===== src/mcalu_pkg.sv =====
// Types and constants shared by the minicomputer ALU files.
package mcalu_pkg;

	localparam int unsigned WORD_W    = 16;
	localparam int unsigned OFFSET_W  = 8;
	localparam int unsigned CFG_IDX_W = 2;

	localparam logic [WORD_W-1:0] ROM_BASE_RST = 16'd49152;
	localparam logic [WORD_W-1:0] ROM_SIZE_RST = 16'd16384;

	localparam logic [WORD_W-1:0] WORD_MASK = 16'hFFFF;
	localparam logic [WORD_W-1:0] BYTE_MASK = 16'h00FF;
	localparam logic [WORD_W-1:0] WORD_SIGN = 16'h8000;
	localparam logic [WORD_W-1:0] BYTE_SIGN = 16'h0080;

	typedef enum logic [CFG_IDX_W-1:0] {
		CFG_ROM_BASE = 2'd0,
		CFG_ROM_SIZE = 2'd1
	} cfg_idx_t;

	typedef enum logic [3:0] {
		OP_CLR = 4'd0,
		OP_INC = 4'd1,
		OP_DEC = 4'd2,
		OP_NEG = 4'd3,
		OP_ADC = 4'd4,
		OP_SBC = 4'd5,
		OP_TST = 4'd6,
		OP_MOV = 4'd7,
		OP_CMP = 4'd8,
		OP_BIS = 4'd9,
		OP_ADD = 4'd10,
		OP_SUB = 4'd11,
		OP_BNE = 4'd12,
		OP_SOB = 4'd13
	} op_t;

	typedef struct packed {
		logic [3:0]          mode;
		logic                byte_op;
		logic [WORD_W-1:0]   src_value;
		logic [WORD_W-1:0]   dst_value;
		logic [WORD_W-1:0]   dst_address;
		logic [OFFSET_W-1:0] branch_offset;
		logic [WORD_W-1:0]   current_pc;
	} instr_t;

	typedef struct packed {
		logic [WORD_W-1:0] result_value;
		logic              write_result;
		logic [WORD_W-1:0] next_pc;
		logic              flag_n;
		logic              flag_z;
		logic              flag_v;
		logic              flag_c;
		logic              halt_request;
	} result_t;

	typedef struct packed {
		logic n;
		logic z;
		logic v;
		logic c;
	} flags_t;

endpackage


===== src/mcalu_in_if.sv =====
// Instruction channel: valid/ready handshake with a decoded instruction payload.
interface mcalu_in_if;
	logic                valid;
	logic                ready;
	mcalu_pkg::instr_t   data;

	modport source(output valid, output data, input ready);
	modport sink(input valid, input data, output ready);
endinterface


===== src/mcalu_out_if.sv =====
// Result channel: valid/ready handshake with the write-back, branch and flag payload.
interface mcalu_out_if;
	logic                valid;
	logic                ready;
	mcalu_pkg::result_t  data;

	modport source(output valid, output data, input ready);
	modport sink(input valid, input data, output ready);
endinterface


===== src/mcalu_exec.sv =====
// Single-pass execute logic: result, write enable, branch target and new flags.
module mcalu_exec (
	input  mcalu_pkg::instr_t                  item,
	input  mcalu_pkg::flags_t                  cur_flags,
	input  logic [mcalu_pkg::WORD_W-1:0]       rom_base,
	input  logic [mcalu_pkg::WORD_W-1:0]       rom_size,
	output mcalu_pkg::result_t                 res,
	output mcalu_pkg::flags_t                  nxt_flags,
	output logic                               flags_we
);

	logic                          bform;
	logic [mcalu_pkg::WORD_W-1:0]  wm;
	logic [mcalu_pkg::WORD_W-1:0]  sb;
	logic [mcalu_pkg::WORD_W-1:0]  s;
	logic [mcalu_pkg::WORD_W-1:0]  d;
	logic [mcalu_pkg::WORD_W:0]    rom_end;
	logic [mcalu_pkg::WORD_W:0]    sum;
	logic                          in_rom;
	logic [mcalu_pkg::WORD_W-1:0]  r;
	logic [mcalu_pkg::WORD_W-1:0]  npc;
	logic [mcalu_pkg::WORD_W-1:0]  boff;
	logic                          v;
	logic                          c;
	logic                          writes;
	logic                          guarded;
	logic                          flags;
	logic                          halt;

	assign bform   = item.byte_op && !item.mode[3];
	assign wm      = bform ? mcalu_pkg::BYTE_MASK : mcalu_pkg::WORD_MASK;
	assign sb      = bform ? mcalu_pkg::BYTE_SIGN : mcalu_pkg::WORD_SIGN;
	assign s       = item.src_value & wm;
	assign d       = item.dst_value & wm;
	// Window end is a 17-bit sum so a window reaching past the top does not wrap.
	assign rom_end = {1'b0, rom_base} + {1'b0, rom_size};
	assign in_rom  = (item.dst_address >= rom_base)
		&& ({1'b0, item.dst_address} < rom_end);
	assign sum     = {1'b0, s} + {1'b0, d};
	// Branch offset in bytes: twice the word count.
	assign boff    = {{(mcalu_pkg::WORD_W-mcalu_pkg::OFFSET_W-1){1'b0}},
		item.branch_offset, 1'b0};

	always_comb begin
		r       = '0;
		npc     = item.current_pc;
		v       = cur_flags.v;
		c       = cur_flags.c;
		writes  = 1'b0;
		guarded = 1'b0;
		flags   = 1'b1;
		halt    = 1'b0;
		case (mcalu_pkg::op_t'(item.mode))
			mcalu_pkg::OP_CLR: begin
				r = '0; v = 1'b0; c = 1'b0; writes = 1'b1; guarded = 1'b1;
			end
			mcalu_pkg::OP_INC: begin
				r = (d + 16'd1) & wm; v = (d == sb - 16'd1);
				writes = 1'b1; guarded = 1'b1;
			end
			mcalu_pkg::OP_DEC: begin
				r = (d - 16'd1) & wm; v = (d == sb);
				writes = 1'b1; guarded = 1'b1;
			end
			mcalu_pkg::OP_NEG: begin
				r = (16'd0 - d) & wm; v = (r == sb); c = (r != '0);
				writes = 1'b1; guarded = 1'b1;
			end
			mcalu_pkg::OP_ADC: begin
				r = (d + {15'd0, cur_flags.c}) & wm;
				v = cur_flags.c && (d == sb - 16'd1);
				c = cur_flags.c && (d == wm);
				writes = 1'b1; guarded = 1'b1;
			end
			mcalu_pkg::OP_SBC: begin
				r = (d - {15'd0, cur_flags.c}) & wm;
				v = cur_flags.c && (d == sb);
				c = cur_flags.c && (d == '0);
				writes = 1'b1; guarded = 1'b1;
			end
			mcalu_pkg::OP_TST: begin
				r = d; v = 1'b0; c = 1'b0;
			end
			mcalu_pkg::OP_MOV: begin
				r = s; v = 1'b0; writes = 1'b1; guarded = 1'b1;
			end
			mcalu_pkg::OP_CMP: begin
				r = s - d;
				v = (((s ^ d) & (s ^ r) & sb) != '0);
				c = (s < d);
			end
			mcalu_pkg::OP_BIS: begin
				r = s | d; v = 1'b0; writes = 1'b1; guarded = 1'b1;
			end
			mcalu_pkg::OP_ADD: begin
				r = sum[mcalu_pkg::WORD_W-1:0];
				v = ((~(s ^ d) & (s ^ r) & sb) != '0);
				c = sum[mcalu_pkg::WORD_W];
				writes = 1'b1; guarded = 1'b1;
			end
			mcalu_pkg::OP_SUB: begin
				r = d - s;
				v = (((s ^ d) & (d ^ r) & sb) != '0);
				c = (d < s);
				writes = 1'b1; guarded = 1'b1;
			end
			mcalu_pkg::OP_BNE: begin
				flags = 1'b0;
				if (!cur_flags.z) begin
					// Sign-extend the doubled offset: subtract 512 when negative.
					npc = item.current_pc + boff
						- (item.branch_offset[mcalu_pkg::OFFSET_W-1] ? 16'd512 : 16'd0);
				end
			end
			mcalu_pkg::OP_SOB: begin
				flags  = 1'b0;
				r      = item.dst_value - 16'd1;
				writes = 1'b1;
				if (r != '0) begin
					npc = item.current_pc - boff;
				end
			end
			default: begin
				flags = 1'b0;
			end
		endcase

		if (guarded && in_rom) begin
			writes = 1'b0;
			flags  = 1'b0;
			halt   = (mcalu_pkg::op_t'(item.mode) == mcalu_pkg::OP_CLR);
		end
	end

	assign flags_we    = flags;
	assign nxt_flags.n = flags ? ((r & sb) != '0) : cur_flags.n;
	assign nxt_flags.z = flags ? (r == '0)        : cur_flags.z;
	assign nxt_flags.v = flags ? v                : cur_flags.v;
	assign nxt_flags.c = flags ? c                : cur_flags.c;

	assign res.result_value = writes ? r : '0;
	assign res.write_result = writes;
	assign res.next_pc      = npc;
	assign res.flag_n       = nxt_flags.n;
	assign res.flag_z       = nxt_flags.z;
	assign res.flag_v       = nxt_flags.v;
	assign res.flag_c       = nxt_flags.c;
	assign res.halt_request = halt;

endmodule


===== src/minicomputer_alu_with_flags.sv =====
// An accepted instruction is executed from the input register into the result register.
// One instruction per cycle while results are taken; the flag register feeds the execute
// logic directly, so adc, sbc and bne see the flags left by the instruction just before.
// The result register frees the input side: a new beat is taken while a result waits.
// Reset (arst_n low): both stages empty, flags N Z V C cleared,
// ROM window back to base 0xC000 and size 0x4000.
module minicomputer_alu_with_flags (
	input  logic                                clk,
	input  logic                                arst_n,
	mcalu_in_if.sink                            instr,
	mcalu_out_if.source                         result,
	input  logic                                cfg_we,
	input  logic [mcalu_pkg::CFG_IDX_W-1:0]     cfg_index,
	input  logic [mcalu_pkg::WORD_W-1:0]        cfg_data
);

	// Configuration registers.
	logic [mcalu_pkg::WORD_W-1:0] rom_base_q;
	logic [mcalu_pkg::WORD_W-1:0] rom_size_q;

	// Architectural flags.
	mcalu_pkg::flags_t flags_q;

	// Input register and result register.
	logic                 valid_s1;
	mcalu_pkg::instr_t    item_s1;
	logic                 valid_s2;
	mcalu_pkg::result_t   res_s2;

	// Execute outputs.
	mcalu_pkg::result_t   res_c;
	mcalu_pkg::flags_t    nxt_flags_c;
	logic                 flags_we_c;

	logic s2_free;
	logic adv_s1;
	logic take;

	// The result register can load when empty or when its beat leaves this cycle.
	assign s2_free     = !valid_s2 || result.ready;
	assign adv_s1      = valid_s1 && s2_free;
	// Take a new beat when the input register is empty or drains this cycle.
	assign instr.ready = !valid_s1 || s2_free;
	assign take        = instr.valid && instr.ready;

	// Write configuration; an index outside the list is dropped.
	always_ff @(posedge clk or negedge arst_n) begin
		if (!arst_n) begin
			rom_base_q <= mcalu_pkg::ROM_BASE_RST;
			rom_size_q <= mcalu_pkg::ROM_SIZE_RST;
		end else if (cfg_we) begin
			case (mcalu_pkg::cfg_idx_t'(cfg_index))
				mcalu_pkg::CFG_ROM_BASE: rom_base_q <= cfg_data;
				mcalu_pkg::CFG_ROM_SIZE: rom_size_q <= cfg_data;
				default: begin
				end
			endcase
		end
	end

	mcalu_exec u_exec (
		.item      (item_s1),
		.cur_flags (flags_q),
		.rom_base  (rom_base_q),
		.rom_size  (rom_size_q),
		.res       (res_c),
		.nxt_flags (nxt_flags_c),
		.flags_we  (flags_we_c)
	);

	// Stage valids and flags: flags commit only as a flag-writing instruction moves on.
	always_ff @(posedge clk or negedge arst_n) begin
		if (!arst_n) begin
			valid_s1 <= 1'b0;
			valid_s2 <= 1'b0;
			flags_q  <= '0;
		end else begin
			if (take) begin
				valid_s1 <= 1'b1;
			end else if (adv_s1) begin
				valid_s1 <= 1'b0;
			end

			if (adv_s1) begin
				valid_s2 <= 1'b1;
			end else if (result.ready) begin
				valid_s2 <= 1'b0;
			end

			if (adv_s1 && flags_we_c) begin
				flags_q <= nxt_flags_c;
			end
		end
	end

	// Payload registers: load on advance, hold otherwise.
	always_ff @(posedge clk) begin
		if (take) begin
			item_s1 <= instr.data;
		end
		if (adv_s1) begin
			res_s2 <= res_c;
		end
	end

	assign result.valid = valid_s2;
	assign result.data  = res_s2;

	// A waiting result always carries the flags held in the flag register,
	// since no later instruction can commit flags until it leaves.
	a_flags_match: assert property (@(posedge clk) disable iff (!arst_n)
		valid_s2 |-> (res_s2.flag_n == flags_q.n && res_s2.flag_z == flags_q.z
			&& res_s2.flag_v == flags_q.v && res_s2.flag_c == flags_q.c))
		else $error("result flags differ from flag register");

	// Flags move only when an instruction advances out of the input register.
	a_flags_hold: assert property (@(posedge clk) disable iff (!arst_n)
		!adv_s1 |=> $stable(flags_q))
		else $error("flags changed without an advancing instruction");

	// A suppressed clear never writes back.
	a_halt_no_write: assert property (@(posedge clk) disable iff (!arst_n)
		(valid_s2 && res_s2.halt_request) |-> !res_s2.write_result)
		else $error("halt request together with a write");

	// An empty input register always takes a beat.
	a_ready_empty: assert property (@(posedge clk) disable iff (!arst_n)
		!valid_s1 |-> instr.ready)
		else $error("input stalled while input register empty");

endmodule


===== src/flat_wrapper.sv =====
// flat-port wrapper written by rule: the top's interface ports become plain ports
module minicomputer_alu_with_flags_flat 
  (clk, arst_n, cfg_we, cfg_index, cfg_data, instr_valid, instr_data, instr_ready, result_valid, result_data, result_ready);
  mcalu_in_if instr_i ();
  mcalu_out_if result_i ();
  input  logic clk;
  input  logic arst_n;
  input  logic cfg_we;
  input  logic [mcalu_pkg::CFG_IDX_W-1:0] cfg_index;
  input  logic [mcalu_pkg::WORD_W-1:0] cfg_data;
  input wire logic [$bits(instr_i.valid)-1:0] instr_valid;
  input wire logic [$bits(instr_i.data)-1:0] instr_data;
  output wire logic [$bits(instr_i.ready)-1:0] instr_ready;
  output wire logic [$bits(result_i.valid)-1:0] result_valid;
  output wire logic [$bits(result_i.data)-1:0] result_data;
  input wire logic [$bits(result_i.ready)-1:0] result_ready;
  assign instr_i.valid = instr_valid;
  assign instr_i.data = instr_data;
  assign instr_ready = instr_i.ready;
  assign result_valid = result_i.valid;
  assign result_data = result_i.data;
  assign result_i.ready = result_ready;
  minicomputer_alu_with_flags u_core (.clk(clk), .arst_n(arst_n), .instr(instr_i), .result(result_i), .cfg_we(cfg_we), .cfg_index(cfg_index), .cfg_data(cfg_data));
endmodule

===== config.mk =====
export PLATFORM = sky130hd
export DESIGN_NAME = minicomputer_alu_with_flags_flat
export DESIGN_NICKNAME = d
export VERILOG_FILES = /design/src/mcalu_pkg.sv /design/src/mcalu_in_if.sv /design/src/mcalu_out_if.sv /design/src/mcalu_exec.sv /design/src/minicomputer_alu_with_flags.sv /design/src/flat_wrapper.sv
export SDC_FILE = /design/constraint.sdc
export NUM_CORES = 1
export LEC_CHECK = 0
export BUFFER_PORTS_ARGS = -buffer_cell sky130_fd_sc_hd__buf_2
export CORE_ASPECT_RATIO = 0.9
export CORE_MARGIN = 2
export CORE_UTILIZATION = 45
export DETAILED_ROUTE_END_ITERATION = 6
export PLACE_DENSITY = 0.66
export RECOVER_POWER = 25
export SLEW_MARGIN = 0
export SYNTH_ARGS = -nofsm -noshare
export SYNTH_HDL_FRONTEND = slang
export SYNTH_SLANG_ARGS = --single-unit

===== constraint.sdc =====
create_clock -name clk -period 6.85 [get_ports clk]
set_clock_uncertainty 0.1 [all_clocks]
set_input_delay 0 -clock clk [delete_from_list [all_inputs] [get_ports clk]]
set_output_delay 0 -clock clk [all_outputs]
set_load 0.01 [all_outputs]

==> summary.txt <==
Setup path
  – Slowest cell on the critical path: nand3_1
  – Top fanout value on the critical path: 17
  – Reg2reg start: u_core.rom_size_q[1]
  – Worst Path Buf+Inv: 0
  – Cell repeated most along the worst path: a21oi_1
  – Crit path launch type: flop
  – CP Data Required Time: 6.98 ns
  – WS Path Type: flop to flop
  – CP max stage delay: 0.65 ns
  – Worst-path cell chain: ha_1 > a21o_1 > a21oi_1 > o21bai_1 > a21o_1 > a21oi_1 > o2111ai_1 > a21oi_1 > o21ai_0 > a21oi_1 > xor2_1 > ha_1 > o211ai_1 > a211oi_1 > nor2_1 > a2111oi_0 > or2_2 > nand3_1 > nor2_1
  – Top cell family by delay on the critical path: compound AO/OA/AOI/OAI gates
  – Arr. time, crit path: 5.31 ns
  – CP endpoint kind: flop
  – Worst Setup SP: u_core.rom_size_q[1]

Synth
  – Post-synth top cells: ha_1, inv_1, edfxtp_1
  – Largest cells by area after synthesis: edfxtp_1, ha_1, dfrtp_1
  – Netlist cell types: 91
  – Ys flop type: edfxtp_1
  – Post-synth EDFFs: 115
  – Post-synthesis sequential area ratio: 0.3329
  – Async set-reset flop share out of synthesis: 0.2484
  – Flops & latches, synth: 153
  – Syn. warnings: 0
  – Cell taking the most area after synthesis: edfxtp_1
  – Top-count cell post-synth: ha_1
  – Post-Syn Nets: 1726
  – Synthesized area: around 0.013 mm²
  – Mapped Avg Cell Area: about 9 µm²
  – Share of the synthesized area in the top cell type: 0.2608
  – Cells after Synth: between 1000 and 1500

Final layout
  – Final core utilization: 0.5532
  – Finished Layout Cells: around 2100
  – Area delta synth->final: 20.90%
  – Share of cells above drive strength 1: 0.1346
  – Antenna Cells: 0
  – Final net count: 1948

Drt
  – Vias: 12340
  – DR WL/cell: a little over 20 µm
  – Drt drc: 0
  – DRT Pass-1 Iters: 5
  – DR vias/cell: 5.885
  – Final wirelength: 42.70 mm
  – Antenna Nets Post-Route: 0
  – Initial drt markers: 1281

Power and ir drop
  – LEAKAGE: 0.006725 µW
  – Pwr Density: 214.7 mW/mm²
  – Total Power: 3437 µW
  – Max VDD drop: about 0.18 mV

Clock tree
  – CTS tree: yes
  – Setup bufs post-CTS: 0
  – Longest Clk Path Bufs: 2
  – CTS sink count: 153
  – H-tree level count: 4
  – Clock Pin Slew Worst Setup and Hold Paths: 0.07 ns
  – Clock root buffer master: clkbuf_16
  – CTS buffer count: 17
  – Clk_lat worst skew: 0.45 ns

Floorplan
  – DIE WIDTH: 184.8 µm
  – Die Height: 166.7 µm
  – Core ar.: 0.02894 mm²
  – # rows: between 50 and 60
  – I/O pin cnt: 140
  – Die area: roughly 0.031 mm²
  – Starting Density: 0.4576

Timing
  – Slew @ Worst Pin: about 2.2 ns
  – Period minus WS final: 5.185 ns
  – Final setup viols: 0
  – Setup_tns: 0 ns
  – Max Slew Vio Count: 39
  – Worst hold slack: between 0.02 and 0.025 ns
  – FMAX: 192.9 MHz
  – Worst relative slew slack: -0.4704
  – RSZ-0062 raised after global routing: false
  – Post-route clock period utilization: 0.7570
  – Final Hold Viols: 0

Placed design
  – Placed cell count: 1949
  – Buffers on Ports: 139
  – Final Wtd Congestion: a little under 1
  – Hpwl dp: 31.27 mm

GRT
  – Vias in the first global route: about 12000
  – Pin count of the biggest net entering global routing: 78
  – Initial antenna violation count: 0
  – Total track usage: 0.2761
  – Total grt overflow: 0
  – First-pass GRT wire length: approximately 66 mm

Outcome
  – Failing checks: capacitance limit, slew limit
  – Outcome: complete, but fails checks

Run
  – Max-Cap Viols: 1

Hold path
  – Tightest Hold Check Type: input pin to flop
  – HP Start: cfg_index[1]
==> tightest hold or removal path, cell delays in order <==
cell,delay (ns)
buf_2,0.09
nor3b_2,0.04
buf_4,0.22
nand2_1,0.09
o21ai_0,0.07
==> registers in the layout (all words and copies together), names as in the netlist <==
name and count:
u_core.flags_q 4, u_core.item_s1 77, u_core.result.data 38, u_core.result.valid 1, u_core.rom_base_q 16, u_core.rom_size_q 16
u_core.valid_s1 1
==> worst paths after layout <==
kind                                           to  slack (ns)  cells after the start
setup / recovery           u_core.result.data[28]        1.66                     19
setup reg to reg           u_core.result.data[28]        1.66                     19
hold reg to reg             u_core.result.data[5]        0.36                      0
max in group asynchronous   u_core.rom_size_q[15]        4.74                      2
hold / removal               u_core.rom_base_q[8]        0.02                      5
min in group asynchronous   u_core.rom_base_q[12]        0.65                      2
==> final cells by class <==
class / count / area, µm²
sequential: 153 / 4408
fill: 2662 / 12930
clock buffer: 17 / 425.4
tap: 396 / 495.5
multi-input combinational: 1121 / 8095
clock inverter: 15 / 160.2
inverter: 126 / 473.0
timing repair buffer: 269 / 1952
==> placed cells by master (no fill, tap or decap), types with 19 or more instances in the layout <==
| cell type | synthesis | final |
|---|---|---|
| ha_1 | 154 | 154 |
| buf_2 | 13 | 131 |
| inv_1 | 123 | 123 |
| dlygate4sd3_1 | 0 | 116 |
| edfxtp_1 | 115 | 115 |
| nand2_1 | 112 | 112 |
| nor2_1 | 95 | 94 |
| a21oi_1 | 88 | 88 |
| o21ai_0 | 82 | 82 |
| xnor2_1 | 55 | 55 |
| nor3_1 | 46 | 46 |
| nand3_1 | 43 | 43 |
| dfrtp_1 | 35 | 35 |
| a21o_1 | 25 | 25 |
| mux2_2 | 25 | 25 |
| nand2b_1 | 24 | 24 |
| nor2b_1 | 22 | 22 |
| a211oi_1 | 22 | 22 |
| xor2_1 | 21 | 21 |
| a31oi_1 | 20 | 20 |
| mux2i_1 | 19 | 19 |
| o22ai_1 | 19 | 19 |
==> report_power, final <==
group	total [µW]	leakage, µW	internal, µW	switching (µW)
Combinational	1260	0.00488	530	729
Clock	965	0.000279	515	450
Sequential	1210	0.00157	1120	89.8
==> routing by layer <==
| metal | wire (µm) | share of wire | up-vias | GRT usage |
|---|---|---|---|---|
| li1 | - | - | 5836 | - |
| met1 | 19630 | 0.46 | 5965 | 0.3961 |
| met5 | 0 | 0 | - | 0 |
| met4 | 920 | 0.022 | 0 | 0.09006 |
| met2 | 19600 | 0.46 | 471 | 0.4323 |
| met3 | 2552 | 0.060 | 68 | 0.03236 |
==> kinds of logic (layout without fill, tap and decap cells) <==
family / count (synthesis) / in the layout / synth area share
mux: 45 / 45 / 0.03647
simple gates: 440 / 440 / 0.1670
compound gates: 400 / 400 / 0.2017
xor+xnor: 76 / 76 / 0.05027
fa+ha+maj: 160 / 160 / 0.1546
buf+inv: 192 / 427 / 0.05707
flops: 153 / 153 / 0.3329
==> timing repair <==
item,in CTS,in global routing
resized for setup,0,0
hold buffers,116,0
hold endpoints to repair,146,0
==> stage by stage <==
stage,instance area [µm²],setup WS [ns]
floorplan,13240,2.485
global placement,14270,1.804
detailed placement,14270,1.777
CTS,16020,1.725
global route,16010,1.142
finish,16010,1.665
(Power assumes the default switching activity.)
